## src/hdl/atl_pkg.sv

```systemverilog
// ----------------------------------------------------------------------------
// Assembler token lexer package
// Shared result type, token kind codes, error codes, line limit and queue sizing.
// ----------------------------------------------------------------------------
package atl_pkg;

	// Token kinds carried by every result.
	localparam logic [3:0] KIND_TEXT     = 4'd0;
	localparam logic [3:0] KIND_IDENT    = 4'd1;
	localparam logic [3:0] KIND_INT      = 4'd2;
	localparam logic [3:0] KIND_FLOAT    = 4'd3;
	localparam logic [3:0] KIND_LABEL    = 4'd4;
	localparam logic [3:0] KIND_LABELDEF = 4'd5;
	localparam logic [3:0] KIND_LOCAL    = 4'd6;
	localparam logic [3:0] KIND_LOCALDEF = 4'd7;
	localparam logic [3:0] KIND_EXTFUN   = 4'd8;
	localparam logic [3:0] KIND_STRING   = 4'd9;
	localparam logic [3:0] KIND_NEWLINE  = 4'd10;
	localparam logic [3:0] KIND_EOF      = 4'd11;
	localparam logic [3:0] KIND_ERROR    = 4'd12;

	// Error codes for error results.
	localparam logic [2:0] ERR_NONE       = 3'd0;
	localparam logic [2:0] ERR_UNDEF_CHAR = 3'd1;
	localparam logic [2:0] ERR_UNTERM_STR = 3'd2;
	localparam logic [2:0] ERR_OCTAL_ESC  = 3'd3;
	localparam logic [2:0] ERR_ESC_NL     = 3'd4;

	// Line counter saturation value.
	localparam logic [23:0] LINE_MAX = 24'hFF_FFFF;

	// Result queue sizing.
	localparam int RQ_DEPTH = 4;
	localparam int RQ_AW    = 2;

	// One result transaction.
	typedef struct packed {
		logic [3:0]  kind;
		logic [7:0]  text;
		logic [2:0]  err;
		logic [23:0] line;
		logic        last;
	} result_t;

endpackage

```

## src/hdl/atl_lex_core.sv

```systemverilog
// ----------------------------------------------------------------------------
// Assembler token lexer core
// Lexer state machine and line counter. Classifies one character per cycle
// while consume is high and produces up to two results, including the
// reprocessing pass for a character that ends a token without belonging to it.
// ----------------------------------------------------------------------------
module atl_lex_core
	import atl_pkg::*;
(
	input  logic       clk,
	input  logic       arst_n,
	input  logic       consume,
	input  logic [7:0] char_s1,
	input  logic       eoi_s1,
	output logic [1:0] push_cnt,
	output result_t    res0,
	output result_t    res1
);

	typedef enum logic [10:0] {
		ST_READY     = 11'b000_0000_0001,
		ST_IDENT     = 11'b000_0000_0010,
		ST_NUMBER    = 11'b000_0000_0100,
		ST_FLOAT     = 11'b000_0000_1000,
		ST_COMMENT   = 11'b000_0001_0000,
		ST_EXTFUN    = 11'b000_0010_0000,
		ST_LABEL     = 11'b000_0100_0000,
		ST_LOCAL     = 11'b000_1000_0000,
		ST_STRING    = 11'b001_0000_0000,
		ST_ESCAPE    = 11'b010_0000_0000,
		ST_DIRECTIVE = 11'b100_0000_0000
	} lex_state_t;

	// Outcome of one pass of the state machine over a character.
	typedef struct packed {
		logic        emit;
		logic [3:0]  kind;
		logic [7:0]  text;
		logic [2:0]  err;
		logic [23:0] line;
		lex_state_t  nxt;
		logic        reproc;
	} pass_t;

	localparam logic [7:0] CH_LF     = 8'h0A;
	localparam logic [7:0] CH_CR     = 8'h0D;
	localparam logic [7:0] CH_TAB    = 8'h09;
	localparam logic [7:0] CH_SPACE  = 8'h20;
	localparam logic [7:0] CH_BAR    = 8'h7C;
	localparam logic [7:0] CH_SEMI   = 8'h3B;
	localparam logic [7:0] CH_BANG   = 8'h21;
	localparam logic [7:0] CH_AT     = 8'h40;
	localparam logic [7:0] CH_UNDER  = 8'h5F;
	localparam logic [7:0] CH_QUOTE  = 8'h22;
	localparam logic [7:0] CH_HASH   = 8'h23;
	localparam logic [7:0] CH_MINUS  = 8'h2D;
	localparam logic [7:0] CH_PLUS   = 8'h2B;
	localparam logic [7:0] CH_DOT    = 8'h2E;
	localparam logic [7:0] CH_COLON  = 8'h3A;
	localparam logic [7:0] CH_DOLLAR = 8'h24;
	localparam logic [7:0] CH_BSLASH = 8'h5C;
	localparam logic [7:0] CH_N      = 8'h6E;
	localparam logic [7:0] CH_R      = 8'h72;
	localparam logic [7:0] CH_T      = 8'h74;
	localparam logic [7:0] CH_B      = 8'h62;
	localparam logic [7:0] CH_F      = 8'h66;
	localparam logic [7:0] CH_BS     = 8'h08;
	localparam logic [7:0] CH_FF     = 8'h0C;

	lex_state_t  state_q;
	logic [23:0] line_q;
	pass_t       p1;
	pass_t       p2;
	logic        e2;

	function automatic logic is_digit(input logic [7:0] c);
		return (c >= 8'h30) && (c <= 8'h39);
	endfunction

	function automatic logic is_alpha(input logic [7:0] c);
		return ((c >= 8'h41) && (c <= 8'h5A)) || ((c >= 8'h61) && (c <= 8'h7A));
	endfunction

	function automatic logic [23:0] line_inc(input logic [23:0] lc);
		return (lc == LINE_MAX) ? lc : lc + 24'd1;
	endfunction

	// One pass of the lexer state machine.
	function automatic pass_t lex_pass(input lex_state_t st, input logic [7:0] c,
			input logic eoi, input logic [23:0] lc);
		pass_t p;
		logic  alnum;
		alnum    = is_digit(c) || is_alpha(c);
		p.emit   = 1'b0;
		p.kind   = KIND_TEXT;
		p.text   = 8'h00;
		p.err    = ERR_NONE;
		p.line   = lc;
		p.nxt    = st;
		p.reproc = 1'b0;
		case (st)
			ST_READY: begin
				if (eoi) begin
					p.emit = 1'b1;
					p.kind = KIND_EOF;
				end else begin
					case (c)
						CH_LF: begin
							p.line = line_inc(lc);
							p.emit = 1'b1;
							p.kind = KIND_NEWLINE;
						end
						CH_BAR: begin
							p.emit = 1'b1;
							p.kind = KIND_NEWLINE;
						end
						CH_CR, CH_TAB, CH_SPACE: begin
							p.emit = 1'b0;
						end
						CH_SEMI:  p.nxt = ST_COMMENT;
						CH_BANG:  p.nxt = ST_EXTFUN;
						CH_QUOTE: p.nxt = ST_STRING;
						CH_HASH:  p.nxt = ST_DIRECTIVE;
						CH_AT: begin
							p.emit = 1'b1;
							p.text = c;
							p.nxt  = ST_LOCAL;
						end
						CH_UNDER: begin
							p.emit = 1'b1;
							p.text = c;
							p.nxt  = ST_LABEL;
						end
						default: begin
							p.emit = 1'b1;
							if (c == CH_MINUS || c == CH_PLUS || is_digit(c)) begin
								p.text = c;
								p.nxt  = ST_NUMBER;
							end else if (is_alpha(c)) begin
								p.text = c;
								p.nxt  = ST_IDENT;
							end else begin
								p.kind = KIND_ERROR;
								p.text = c;
								p.err  = ERR_UNDEF_CHAR;
							end
						end
					endcase
				end
			end
			ST_DIRECTIVE: begin
				if (eoi) begin
					p.nxt    = ST_READY;
					p.reproc = 1'b1;
				end else if (c == CH_LF) begin
					p.nxt = ST_READY;
				end
			end
			ST_COMMENT: begin
				if (eoi) begin
					p.nxt  = ST_READY;
					p.emit = 1'b1;
					p.kind = KIND_EOF;
				end else if (c == CH_LF) begin
					p.line = line_inc(lc);
					p.nxt  = ST_READY;
					p.emit = 1'b1;
					p.kind = KIND_NEWLINE;
				end
			end
			ST_EXTFUN: begin
				p.emit = 1'b1;
				if (!eoi && (c == CH_UNDER || alnum)) begin
					p.text = c;
				end else begin
					p.kind   = KIND_EXTFUN;
					p.nxt    = ST_READY;
					p.reproc = 1'b1;
				end
			end
			ST_NUMBER: begin
				p.emit = 1'b1;
				if (!eoi && is_digit(c)) begin
					p.text = c;
				end else if (!eoi && c == CH_DOT) begin
					p.text = c;
					p.nxt  = ST_FLOAT;
				end else begin
					p.kind   = KIND_INT;
					p.nxt    = ST_READY;
					p.reproc = 1'b1;
				end
			end
			ST_FLOAT: begin
				p.emit = 1'b1;
				if (!eoi && is_digit(c)) begin
					p.text = c;
				end else begin
					p.kind   = KIND_FLOAT;
					p.nxt    = ST_READY;
					p.reproc = 1'b1;
				end
			end
			ST_LABEL, ST_LOCAL: begin
				p.emit = 1'b1;
				if (!eoi && (alnum || c == CH_UNDER || c == CH_DOLLAR)) begin
					p.text = c;
				end else if (!eoi && c == CH_COLON) begin
					p.kind = (st == ST_LOCAL) ? KIND_LOCALDEF : KIND_LABELDEF;
					p.nxt  = ST_READY;
				end else begin
					p.kind   = (st == ST_LOCAL) ? KIND_LOCAL : KIND_LABEL;
					p.nxt    = ST_READY;
					p.reproc = 1'b1;
				end
			end
			ST_IDENT: begin
				p.emit = 1'b1;
				if (!eoi && alnum) begin
					p.text = c;
				end else begin
					p.kind   = KIND_IDENT;
					p.nxt    = ST_READY;
					p.reproc = 1'b1;
				end
			end
			ST_STRING: begin
				if (eoi || c == CH_LF) begin
					p.emit = 1'b1;
					p.kind = KIND_ERROR;
					p.err  = ERR_UNTERM_STR;
					p.nxt  = ST_READY;
				end else if (c == CH_BSLASH) begin
					p.nxt = ST_ESCAPE;
				end else if (c == CH_QUOTE) begin
					p.emit = 1'b1;
					p.kind = KIND_STRING;
					p.nxt  = ST_READY;
				end else begin
					p.emit = 1'b1;
					p.text = c;
				end
			end
			ST_ESCAPE: begin
				p.emit = 1'b1;
				if (eoi) begin
					p.kind = KIND_ERROR;
					p.err  = ERR_UNTERM_STR;
					p.nxt  = ST_READY;
				end else begin
					p.nxt = ST_STRING;
					case (c)
						CH_N:  p.text = CH_LF;
						CH_R:  p.text = CH_CR;
						CH_T:  p.text = CH_TAB;
						CH_B:  p.text = CH_BS;
						CH_F:  p.text = CH_FF;
						CH_LF: begin
							p.kind = KIND_ERROR;
							p.err  = ERR_ESC_NL;
							p.nxt  = ST_READY;
						end
						default: begin
							if (is_digit(c)) begin
								p.kind = KIND_ERROR;
								p.err  = ERR_OCTAL_ESC;
								p.nxt  = ST_READY;
							end else begin
								p.text = c;
							end
						end
					endcase
				end
			end
			default: begin
				p.nxt    = ST_READY;
				p.reproc = 1'b1;
			end
		endcase
		return p;
	endfunction

	// First pass in the current state, second pass in the ready state when
	// the character ended a token without being part of it.
	always_comb begin
		p1 = lex_pass(state_q, char_s1, eoi_s1, line_q);
		p2 = lex_pass(ST_READY, char_s1, eoi_s1, p1.line);
		e2 = p1.reproc && p2.emit;
	end

	// Pack the emitted results in order; the final one carries the last flag.
	always_comb begin
		push_cnt = 2'({1'b0, p1.emit} + {1'b0, e2});
		res0     = p1.emit ? {p1.kind, p1.text, p1.err, p1.line, 1'b0}
		                   : {p2.kind, p2.text, p2.err, p2.line, 1'b0};
		res0.last = !(p1.emit && e2);
		res1     = {p2.kind, p2.text, p2.err, p2.line, 1'b1};
		if (!consume) begin
			push_cnt = 2'd0;
		end
	end

	// State and line counter advance once per consumed character.
	always_ff @(posedge clk or negedge arst_n) begin
		if (!arst_n) begin
			state_q <= ST_READY;
			line_q  <= 24'd1;
		end else if (consume) begin
			state_q <= p1.reproc ? p2.nxt : p1.nxt;
			line_q  <= p1.reproc ? p2.line : p1.line;
		end
	end

endmodule

```

## src/hdl/atl_result_fifo.sv

```systemverilog
// ----------------------------------------------------------------------------
// Assembler token lexer result queue
// Small flop-based queue that takes up to two results per cycle and hands
// one result per cycle to the output channel while pop is high.
// ----------------------------------------------------------------------------
module atl_result_fifo
	import atl_pkg::*;
(
	input  logic             clk,
	input  logic             arst_n,
	input  logic [1:0]       push_cnt,
	input  result_t          din0,
	input  result_t          din1,
	input  logic             pop,
	output result_t          dout,
	output logic             not_empty,
	output logic [RQ_AW:0]   count
);

	result_t            mem_q [RQ_DEPTH];
	logic [RQ_AW-1:0]   wr_ptr_q;
	logic [RQ_AW-1:0]   rd_ptr_q;
	logic [RQ_AW:0]     count_q;
	logic [RQ_AW-1:0]   wr_ptr_p1;

	assign wr_ptr_p1 = wr_ptr_q + 1'b1;
	assign dout      = mem_q[rd_ptr_q];
	assign not_empty = (count_q != '0);
	assign count     = count_q;

	// Storage writes: first result at the write pointer, second one after it.
	always_ff @(posedge clk) begin
		if (push_cnt != 2'd0) begin
			mem_q[wr_ptr_q] <= din0;
		end
		if (push_cnt == 2'd2) begin
			mem_q[wr_ptr_p1] <= din1;
		end
	end

	// Pointers and occupancy.
	always_ff @(posedge clk or negedge arst_n) begin
		if (!arst_n) begin
			wr_ptr_q <= '0;
			rd_ptr_q <= '0;
			count_q  <= '0;
		end else begin
			wr_ptr_q <= wr_ptr_q + RQ_AW'(push_cnt);
			rd_ptr_q <= rd_ptr_q + RQ_AW'(pop);
			count_q  <= count_q + (RQ_AW+1)'(push_cnt) - (RQ_AW+1)'(pop);
		end
	end

endmodule

```

## src/hdl/assembler_token_lexer.sv

```systemverilog
// ----------------------------------------------------------------------------
// Assembler token lexer
// Character-serial lexer for assembler source text with a result queue.
// ----------------------------------------------------------------------------
// One character transaction is taken per cycle. A character is captured in an
// input register, classified by the lexer state machine once it is consumed and
// its results (none, one, or two when a character ends a token and is then
// lexed again) are written to a four-entry result queue whose head drives the
// output ports, so each result passes the input register and the queue before
// it appears. The input channel stalls only while the queue could not take two
// more results; as long as the result side takes one transaction per cycle,
// the sustained rate is one character per cycle, and the extra result of a
// character that causes two results is absorbed by the queue.
module assembler_token_lexer
	import atl_pkg::*;
(
	input  logic        clk,
	input  logic        arst_n,
	input  logic        char_valid,
	output logic        char_stall,
	input  logic [7:0]  char_code,
	input  logic        end_of_input,
	output logic        token_valid,
	input  logic        token_stall,
	output logic [3:0]  token_kind,
	output logic [7:0]  text_char,
	output logic [2:0]  error_code,
	output logic [23:0] line_number,
	output logic        last
);

	logic           valid_s1;
	logic [7:0]     char_s1;
	logic           eoi_s1;
	logic           consume;
	logic           accept;
	logic           pop;
	logic [1:0]     push_cnt;
	logic [RQ_AW:0] rq_count;
	logic [RQ_AW:0] occ_after;
	result_t        res0;
	result_t        res1;
	result_t        head;

	// Handshake: the held character is consumed when the queue has room for
	// two results after this cycle's pop.
	assign pop        = token_valid && !token_stall;
	assign occ_after  = rq_count - (RQ_AW+1)'(pop);
	assign consume    = valid_s1 && (occ_after <= (RQ_AW+1)'(RQ_DEPTH - 2));
	assign char_stall = valid_s1 && !consume;
	assign accept     = char_valid && !char_stall;

	// Input register.
	always_ff @(posedge clk or negedge arst_n) begin
		if (!arst_n) begin
			valid_s1 <= 1'b0;
		end else if (accept) begin
			valid_s1 <= 1'b1;
		end else if (consume) begin
			valid_s1 <= 1'b0;
		end
	end

	always_ff @(posedge clk) begin
		if (accept) begin
			char_s1 <= char_code;
			eoi_s1  <= end_of_input;
		end
	end

	// Lexer state machine.
	atl_lex_core u_core (
		.clk      (clk),
		.arst_n   (arst_n),
		.consume  (consume),
		.char_s1  (char_s1),
		.eoi_s1   (eoi_s1),
		.push_cnt (push_cnt),
		.res0     (res0),
		.res1     (res1)
	);

	// Result queue feeding the output channel.
	atl_result_fifo u_rq (
		.clk       (clk),
		.arst_n    (arst_n),
		.push_cnt  (push_cnt),
		.din0      (res0),
		.din1      (res1),
		.pop       (pop),
		.dout      (head),
		.not_empty (token_valid),
		.count     (rq_count)
	);

	assign token_kind  = head.kind;
	assign text_char   = head.text;
	assign error_code  = head.err;
	assign line_number = head.line;
	assign last        = head.last;

endmodule

```

## config.mk

```make
export PLATFORM = sky130hd
export DESIGN_NAME = assembler_token_lexer
export DESIGN_NICKNAME = d
export VERILOG_FILES = /design/src/hdl/atl_pkg.sv /design/src/hdl/atl_lex_core.sv /design/src/hdl/atl_result_fifo.sv /design/src/hdl/assembler_token_lexer.sv
export SDC_FILE = /design/constraint.sdc
export NUM_CORES = 1
export LEC_CHECK = 0
export ABC_AREA = 1
export ABC_CLOCK_PERIOD_IN_PS = 4900
export BUFFER_PORTS_ARGS = -buffer_cell sky130_fd_sc_hd__buf_2
export CAP_MARGIN = 20
export CORE_UTILIZATION = 60
export DETAILED_ROUTE_END_ITERATION = 6
export PLACE_DENSITY = 0.84
export RECOVER_POWER = 100
export SLEW_MARGIN = 40
export SYNTH_ARGS = -nofsm -noshare
export SYNTH_HDL_FRONTEND = slang
export SYNTH_HIERARCHICAL = 1
export SYNTH_SLANG_ARGS = --single-unit
export TNS_END_PERCENT = 5
```

## constraint.sdc

```tcl
create_clock -name clk -period 4.9 [get_ports clk]
set_clock_uncertainty 0.2 [all_clocks]
set_input_delay 0.735 -clock clk [delete_from_list [all_inputs] [get_ports clk]]
set_output_delay 0.735 -clock clk [all_outputs]
set_load 0.005 [all_outputs]
```

* Word-level counts from Yosys, hierarchy flattened
Memories as Yosys holds them, arrays and structs flattened. Index checks and enable logic that the tools add are counted.
Storage, ports and cells: output and inout bits 42, logic and storage cells 201, bits in read-only memories 0, latch bits 0, flip-flop bits (word level) 52, bits of input ports 13, memories kept 1, RAM bits 160
Operators by class: $mul 0, equality and inequality tests 47, divide/modulo/power cells 0, bitwise operators 0, add/sub/neg operators 9, magnitude comparators 7, reduce and logical (&&, ||, !) cells 40, shift operators 0, multiplexer cells 89
Memories:
- u_rq.mem_q | depth 4, bits a word 40, read ports 1, clocked after Yosys merged registers in 0, wr ports 2, RTL line atl_result_fifo.sv:20 | result_t mem_q [RQ_DEPTH];
Operators by type and width (number):
- one-hot mux 11 bit (7 select lines) | 2
- 2-to-1 mux 24 bit | 6
- 2-to-1 mux 11 bit | 11
- one-hot mux 11 bit (10 select lines) | 1
- 2-to-1 mux 46 bit | 2
- 2-to-1 mux 8 bit | 11
- == test 8 x 6 -> 1 bit (second input constant) | 10
- == test 8 x 7 -> 1 bit (second input constant) | 9
- one-hot mux 8 bit (8 select lines) | 1
- 2-to-1 mux 12 bit | 5
- adder 24 x 1 -> 24 bit (second input constant) | 2
- == test 24 bit (second input constant) | 2
- one-hot mux 24 bit (2 select lines) | 1
- one-hot mux 8 bit (6 select lines) | 1
- one-hot mux 5 bit (9 select lines) | 1
- 2-to-1 mux 4 bit | 10
- 2-to-1 mux 40 bit | 1
- 2-to-1 mux 35 bit | 1
- == test 8 x 4 -> 1 bit (second input constant) | 3
- one-hot mux 11 bit (2 select lines) | 1
- inequality test 3 x 2 -> 1 bit (second input constant) | 7
- 2-to-1 mux 5 bit | 4
- OR reduction 9 bit | 2
- >= comparator 8 x 7 -> 1 bit (second input constant) | 2
- 45 further kinds | 96

* Longest topological paths before layout
Gate-level depths: netlist of run 1.
word-level depth 15, gate-level depth with buffers 28

* Modules after synthesis
Netlist of run 1, hierarchy kept.
By module, submodules not included:
- atl_result_fifo | cells an instance 1174, area an instance 9255.1 sq um, sequential area each 4979.8 sq um, instances 1
- atl_lex_core | cells an instance 1009, area an instance 5351.4 sq um, sequential area each 878.3 sq um, instances 1
- assembler_token_lexer | cells an instance 31, area an instance 402.9 sq um, sequential area each 295.3 sq um, instances 1

* Least setup slack after synthesis of run 1
OpenSTA, ideal clock, no wires.
path kind flip-flop to flip-flop, start point reg char_s1[3], end point mem u_rq/mem_q[0][0] (netlist name) (enable), stages on the path, launching flop included 22, slack 0.486 ns, required time 4.302 ns, arrival 3.817 ns, buffers on the path 3, library setup time 0.398 ns, cells stage by stage edfxtp_1 > buf_2 > inv_1 > a21oi_1 > nor2_2 > nand2_1 > inv_1 > nor2_1 > nor2_1 > o21ai_0 > nor4_1 > nand2_1 > inv_1 > buf_2 > nor2_1 > ha_1 > nand2_1 > inv_1 > nor2_4 > nand2_1 > buf_2 > nand2_1
RTL lines:
- from (decl) | RTL line assembler_token_lexer.sv:33 | logic [7:0] char_s1;
- from (signal assigned) | RTL line assembler_token_lexer.sv:66 | char_s1 <= char_code;
- to (decl) | RTL line atl_result_fifo.sv:20

==> out/results.ini, run 1 <==
[outcome]
status=finished, violations left
violations=DRC, capacitance limit, slew limit

[floorplan]
dieHeight_um=160
row_count=57
num_io_pins=55
core-area_mm2=0.0245
dieWidth_um=160
die-area_mm2=0.0257
initial_utilization_pct=61.4

[route]
ant_nets=0
drt-vias-per-instance=5.72
drtPass1Iterations=7
m1WireLength_um=17800
met3WireLength_um=4970
wl_per_cell_um=17.0
dr.max_layer_used=met4
wl_met2_um=19800
postRouteWirelength_um=43800
drc_errors=1
drtIter0Drc=1789
via_count=14690

[critical_path]
worstSetupPathType=reg2reg
crit_path_end_kind=flip-flop
crit_required_ns=5.08
rrSetupSlack_ns=0.48
r2r_start=u_core/line_q[0]$_DFFE_PN1P_
rr_worst_depth=20
worst_ep_arrival_time_ns=4.60
critPathLaunchType=flip-flop
reg2reg_to=u_rq/mem_q[3][13]$_DFFE_PP_
crit_fanout=42

[logic_synthesis]
synthCells=2214
seq_area_frac_synth_pct=41.0
syn_area_mm2=0.0150
synth_top_area_share_pct=33.8
synth_area_leaders=edfxtp_1 (34%), nand2_1 (23%), nand3_1 (9.7%)
yosys_warnings=6
netlist-cell-type-count=51
yosysTopAreaCell=edfxtp_1
ys_ff_latch=212
syn_avg_cell_area_um2=6.78

[min_path]
min_from=char_code[2]
hp-class=in2reg
hold_depth=1
hold_end=char_s1[2]$_DFFE_PP_

[global_route]
gr-total-overflow=0
antenna_found_initial=0
track_usage_pct=34.1
grt_pass1_wl_um=69500
grt_pass1_vias=13462
grt_max_degree=122

[sta]
worst_pin_slew_ns=2.60
worst_slack_ns=0.483
rsz0062_at_grt=no
tns_ns=0
finalHoldViolations=0
post-route-period-util_pct=90.1
slew_viol_final=166
setup_viol=0
period_minus_slack_ns=4.42
max_freq_mhz=226
relSlewSlack_pct=-73.5

[cells_and_area]
antenna_cells=0
fin_area_mm2=0.0162
synthToLayoutAreaGrowth_pct=7.85
fin_util_pct=66.2
multi_input_area_mm2=0.00716
drive_above_1_share_pct=9.85
seq_area_mm2=0.00615
fillerInstances=2105
final_nets=2251

[clock_tree]
cts.sinks=212
tritoncts=yes
cts_setup_buffers=0
cts_resized=0
cts_root_buf=clkbuf_16
htree_levels=1
clock_latency_ns=0.53
cts_max_path_buffers=3
clk_pin_slew_worst_paths_ns=0.06
cts_buffers=24
cts_hold_buf=0

[placed_design]
globalplace.congestion=0.959
place_ws_ns=0.609
hpwl_um=29000
io_buffers=54
placed_area_mm2=0.0155

[pwr]
leakage_nw=8.21
vdd_drop_max_uv=432
p_per_area_mw_per_mm2=750

[job]
cap_violations=2

through the flow:
step	hold WS (ns)	std cells	power, mW
after CTS	0.119	2568	12.0
after detailed placement	0.296	2525	10.3
after floorplan	0.239	2215	8.20
after global routing	0.175	2568	13.0
after global placement	0.293	2525	10.1
final	0.183	2568	12.1
power by group:
part / switching, mW / total [mW] / internal [mW]
clock: 0.727 / 1.71 / 0.983
sequential: 0.312 / 3.54 / 3.22
combinational: 4.93 / 6.90 / 1.97
total: 5.97 / 12.1 / 6.18
layer usage:
layer,up-vias,global-route usage (%)
met5,-,0
met4,0,11.1
met3,136,5.38
met2,914,54.8
met1,6640,47.3
li1,7000,-
synthesized netlist by cell type, drive strengths merged:
cell       n
conb       2
nor2     127
a22oi      1
o2111ai    3
a21oi     18
o21bai     1
a21boi     1
dfstp      2
dfrtp     41
a211o      1
edfxtp   169
fa         1
ha        10
nor4       8
a32o       1
a41oi      1
nand4     23
nand3    300
buf       66
o211ai     4
clkbuf    35
a31oi      1
xor2       1
nand3b     7
a2111oi    1
clkinv     2
o31ai      5
o21ai     62
nand2    937
inv      316
or2       40
nor3      27
registers in the layout, summed over array words and instances (netlist names):
signal          cells
u_rq/mem_q        160
u_core/line_q      24
u_core/state_q     11
char_s1             8
u_rq/count          3
u_rq/rd_ptr_q       2
u_rq/wr_ptr_q       2
eoi_s1              1
valid_s1            1
worst max-delay path: stages (launching register included):
cell and delay (ns):
dfstp_1 0.60, ha_1 0.20, nand2_1 0.06, nor2_1 0.26, nand2_1 0.16, nor2_4 0.18, nand3_4 0.16, nand3_1 0.17
nand2_1 0.07, nand2_1 0.17, ha_1 0.21, nand3_1 0.09, nor2_1 0.21, nand3_2 0.12, nor2_4 0.13, nand2_4 0.25
nand3_1 0.16, nand2_1 0.15, o21ai_0 0.52, nand2_1 0.11, nand2_1 0.09
cell usage in the layout (no fill, tap or decap), types with 2 or more instances in the layout:
master / synthesis / layout
nand3_1: 290 / 292
clkbuf_1: 35 / 23
conb_1: 2 / 3
buf_12: 0 / 4
nand2_1: 917 / 916
a21oi_1: 17 / 18
clkinv_2: 1 / 7
buf_4: 5 / 22
o21ai_1: 22 / 6
nand3b_1: 7 / 7
nor2_2: 13 / 14
nand2_4: 3 / 3
buf_2: 53 / 37
clkinv_1: 1 / 5
clkbuf_16: 0 / 25
nor3_1: 25 / 24
o21ai_0: 40 / 55
nand2_2: 16 / 17
edfxtp_1: 169 / 169
o211ai_1: 4 / 4
inv_1: 301 / 301
nor2_4: 12 / 12
nand3_2: 8 / 6
nand3_4: 2 / 2
clkbuf_2: 0 / 4
nor2_1: 101 / 100
nand4_1: 22 / 22
o2111ai_1: 3 / 3
ha_1: 10 / 10
dfrtp_1: 41 / 40
o31ai_1: 5 / 5
clkinv_4: 0 / 2
or2_2: 40 / 40
nor4_1: 8 / 8
inv_2: 14 / 13
nor3_2: 1 / 2
layout make-up:
class	instances	share of cell area (%)
clock buffers	30	3.98
clock inverters	13	0.595
inverters	318	7.40
multi-input cells	1584	44.2
flip-flops and latches	212	38.0
well taps	324	2.50
repair buffers	87	3.27
worst max-delay path by stage:
| stage | startpoint | cells after the start | to |
|---|---|---|---|
| 2_1_floorplan | char_s1[3]$_DFFE_PP_ | 21 | u_rq/mem_q[0][0]$_DFFE_PP_ |
| 3_3_place_gp | char_s1[3]$_DFFE_PP_ | 20 | u_rq/mem_q[2][26]$_DFFE_PP_ |
| 3_5_place_dp | char_s1[3]$_DFFE_PP_ | 20 | u_rq/mem_q[2][21]$_DFFE_PP_ |
| 4_1_cts | char_s1[3]$_DFFE_PP_ | 24 | u_rq/mem_q[2][21]$_DFFE_PP_ |
| 5_1_grt | char_s1[3]$_DFFE_PP_ | 23 | u_rq/mem_q[1][37]$_DFFE_PP_ |
| 6_report | u_core/line_q[0]$_DFFE_PN1P_ | 20 | u_rq/mem_q[3][13]$_DFFE_PP_ |
kinds of logic (layout without fill, tap and decap cells):
family | Yosys count | after routing | share of synthesized area [%]
compound gates | 100 | 100 | 3.75
fa+ha+maj | 11 | 11 | 0.967
flops | 212 | 212 | 41.0
xor+xnor | 1 | 1 | 0.0584
other cells | 2 | 3 | 0.0500
simple gates | 1469 | 1469 | 42.9
buf+inv | 419 | 448 | 11.3
Power figures use the tool's default switching activity.
==> run 2, diff against run 1 <==
--- a/config.mk
+++ b/config.mk
@@ -12,7 +12,6 @@
 export CORE_UTILIZATION = 60
 export DETAILED_ROUTE_END_ITERATION = 6
 export PLACE_DENSITY = 0.84
-export RECOVER_POWER = 100
 export SLEW_MARGIN = 40
 export SYNTH_ARGS = -nofsm -noshare
 export SYNTH_HDL_FRONTEND = slang
==> run 2 against run 1 <==
The flow now finishes without violations. Sequential cell count did not move. Combinational power is 0.6% higher. Utilization is 0.26 points higher. First-iteration DRC count shrank 5.9%. Final cell count stayed put. Global-route usage stayed put. Critical path type unchanged.
==> out/results.ini, run 2 (synthesis results as in run 1) <==
[floorplan]
die-area_mm2=0.0257  ; unchanged
num_io_pins=55  ; unchanged
dieWidth_um=160  ; unchanged
row_count=57  ; unchanged
initial_utilization_pct=61.4  ; unchanged
dieHeight_um=160  ; unchanged
core-area_mm2=0.0245  ; unchanged

[route]
drtPass1Iterations=7  ; unchanged
drtIter0Drc=1684  ; -5.9%
wl_per_cell_um=17.0  ; -0.42%
ant_nets=0  ; unchanged
via_count=14616  ; -0.50%
postRouteWirelength_um=43600  ; -0.42%
drt-vias-per-instance=5.69  ; -0.50%
drc_errors=0  ; -1

[cells_and_area]
stdcell_count=2568  ; unchanged
drive_above_1_share_pct=11.1  ; +1.2 points
final_common_cell=nand2_1
final_cell_mix=nand2_1 (913), inv_1 (300), nand3_1 (290)
fin_util_pct=66.4  ; +0.26 points
antenna_cells=0  ; unchanged
reg_top3=u_rq/mem_q x160, u_core/line_q x24, u_core/state_q x11
fin_area_mm2=0.0163  ; +0.39%
final_nets=2251  ; unchanged
largest_reg_flops=160  ; unchanged
regMostFlops=u_rq/mem_q
synthToLayoutAreaGrowth_pct=8.28

[clock_tree]
clk_pin_slew_worst_paths_ns=0.06  ; about the same
clock_latency_ns=0.52  ; about the same
cts_buffers=24  ; unchanged
cts_resized=0  ; unchanged
cts.sinks=212  ; unchanged
htree_levels=1  ; unchanged
cts_max_path_buffers=3  ; unchanged
cts_hold_buf=0  ; unchanged
cts_setup_buffers=0  ; unchanged
cts_root_buf=clkbuf_16
tritoncts=yes

[outcome]
status=complete, no violations

[sta]
rsz0062_at_grt=no
period_minus_slack_ns=4.38  ; -0.0384 ns
relSlewSlack_pct=40.9  ; +110 points
worst_slack_ns=0.522  ; +0.0384 ns
worst_pin_slew_ns=0.880  ; -1.72 ns
tns_ns=0  ; unchanged
slew_viol_final=0  ; -100%
setup_viol=0  ; unchanged
post-route-period-util_pct=89.4  ; -0.78 points
max_freq_mhz=228  ; +0.88%
finalHoldViolations=0  ; unchanged

[placed_design]
io_buffers=54  ; unchanged
placed_area_mm2=0.0155  ; unchanged
place_ws_ns=0.609  ; unchanged
placedCellCount=2525  ; unchanged
globalplace.congestion=0.959  ; unchanged
hpwl_um=29000  ; unchanged

[global_route]
track_usage_pct=34.1  ; unchanged
grt_max_degree=122  ; unchanged
gr-total-overflow=0  ; unchanged
grt_pass1_wl_um=69500  ; unchanged
antenna_found_initial=0  ; unchanged
grt_pass1_vias=13462  ; unchanged

[critical_path]
slowest_delay_ns=0.52  ; -0.08 ns
crit_family=simple AND/OR/NAND/NOR gates
worst_ep_arrival_time_ns=4.44  ; -0.16 ns
worst-path-buf-inv=5  ; +5
critPathLaunchType=flip-flop
crit_path_end_kind=flip-flop
crit_fanout=33  ; -21%
worstSetupPathType=reg2reg
crit_required_ns=4.96  ; -0.12 ns
path_cells=inv_1, a21oi_1, nor2_2, nand2_1, inv_1, nor2_1, nor2_1, o21ai_0, nor4_1, nand2_1, inv_1, nor2_1, ha_1, nand2_1, inv_1, nor2_4, nand2_1, buf_4, nand2_1, nand2_1
cp_common_cell=nand2_1
slowest_stage=edfxtp_1

[pwr]
vdd_drop_max_uv=433  ; about the same
p_per_area_mw_per_mm2=750  ; -0.11%
leakage_nw=8.27  ; +0.76%

[min_path]
hp-class=in2async

[job]
cap_violations=0  ; -2

[run 2: cell types whose count changed in the layout (fill, tap and decap cells not counted), moves of 2 or more]
cell,previous run,this run
clkbuf_1,23,5
buf_2,37,54
o21ai_0,55,39
o21ai_1,6,22
buf_4,22,28
clkbuf_2,4,0
nand2_1,916,913
nand2_2,17,20
nand3_1,292,290
nand3_2,6,8
[run 2: path summary, 6_finish.rpt]
kind	start	end	slack [ns]	cells after the start
setup reg to reg	char_s1[3]$_DFFE_PP_	u_rq/mem_q[2][21]$_DFFE_PP_	0.52	20
max in group asynchronous	arst_n	u_rq/rd_ptr_q[0]$_DFF_PN0_	3.95	2
hold reg to reg	u_core/state_q[0]$_DFFE_PN1P_	u_core/state_q[0]$_DFFE_PN1P_	0.31	2
hold / removal	arst_n	valid_s1$_DFFE_PN0P_	0.1	2
setup / recovery	char_s1[3]$_DFFE_PP_	u_rq/mem_q[2][21]$_DFFE_PP_	0.52	20
min in group clk	char_code[2]	char_s1[2]$_DFFE_PP_	0.19	1
[run 2: worst reg2reg max path, stage by stage, from the launching register on]
cell and delay [ns]:
edfxtp_1 0.52, inv_1 0.25, a21oi_1 0.09, nor2_2 0.32, nand2_1 0.12, inv_1 0.13, nor2_1 0.07, nor2_1 0.21
o21ai_0 0.13, nor4_1 0.26, nand2_1 0.12, inv_1 0.10, nor2_1 0.05, ha_1 0.27, nand2_1 0.06, inv_1 0.11
nor2_4 0.21, nand2_1 0.30, buf_4 0.40, nand2_1 0.17, nand2_1 0.06
[run 2: layout make-up]
class                           instances  area, um^2
Sequential cell                       212        6150
Fill cell                            2082        8210
Clock inverter                         13        96.3
Timing Repair Buffer                   87         572
Tap cell                              324         405
Clock buffer                           30         644
Inverter                              318        1200
Multi-Input combinational cell       1584        7180
[run 2: layer usage]
metal  part of all wire [%]  up-vias  global-route usage, %
met5                      0        -                      0
met4                    2.6        0                   11.1
met3                     11      117                   5.38
met2                     46      899                   54.8
met1                     41     6591                   47.3
li1                       -     7009                      -
[run 2: per-stage QoR]
step | hold slack, ns | power (mW)
3_5_place_dp | 0.296 | 10.3
2_1_floorplan | 0.239 | 8.20
6_report | 0.0983 | 12.2
5_1_grt | 0.161 | 13.1
4_1_cts | 0.119 | 12.0
3_3_place_gp | 0.293 | 10.1
[run 2: power breakdown]
group	total (mW)	switching (mW)	internal [mW]
Clock	1.71	0.725	0.983
Combinational	6.94	4.93	2.00
Sequential	3.54	0.313	3.23
Total	12.2	5.97	6.21
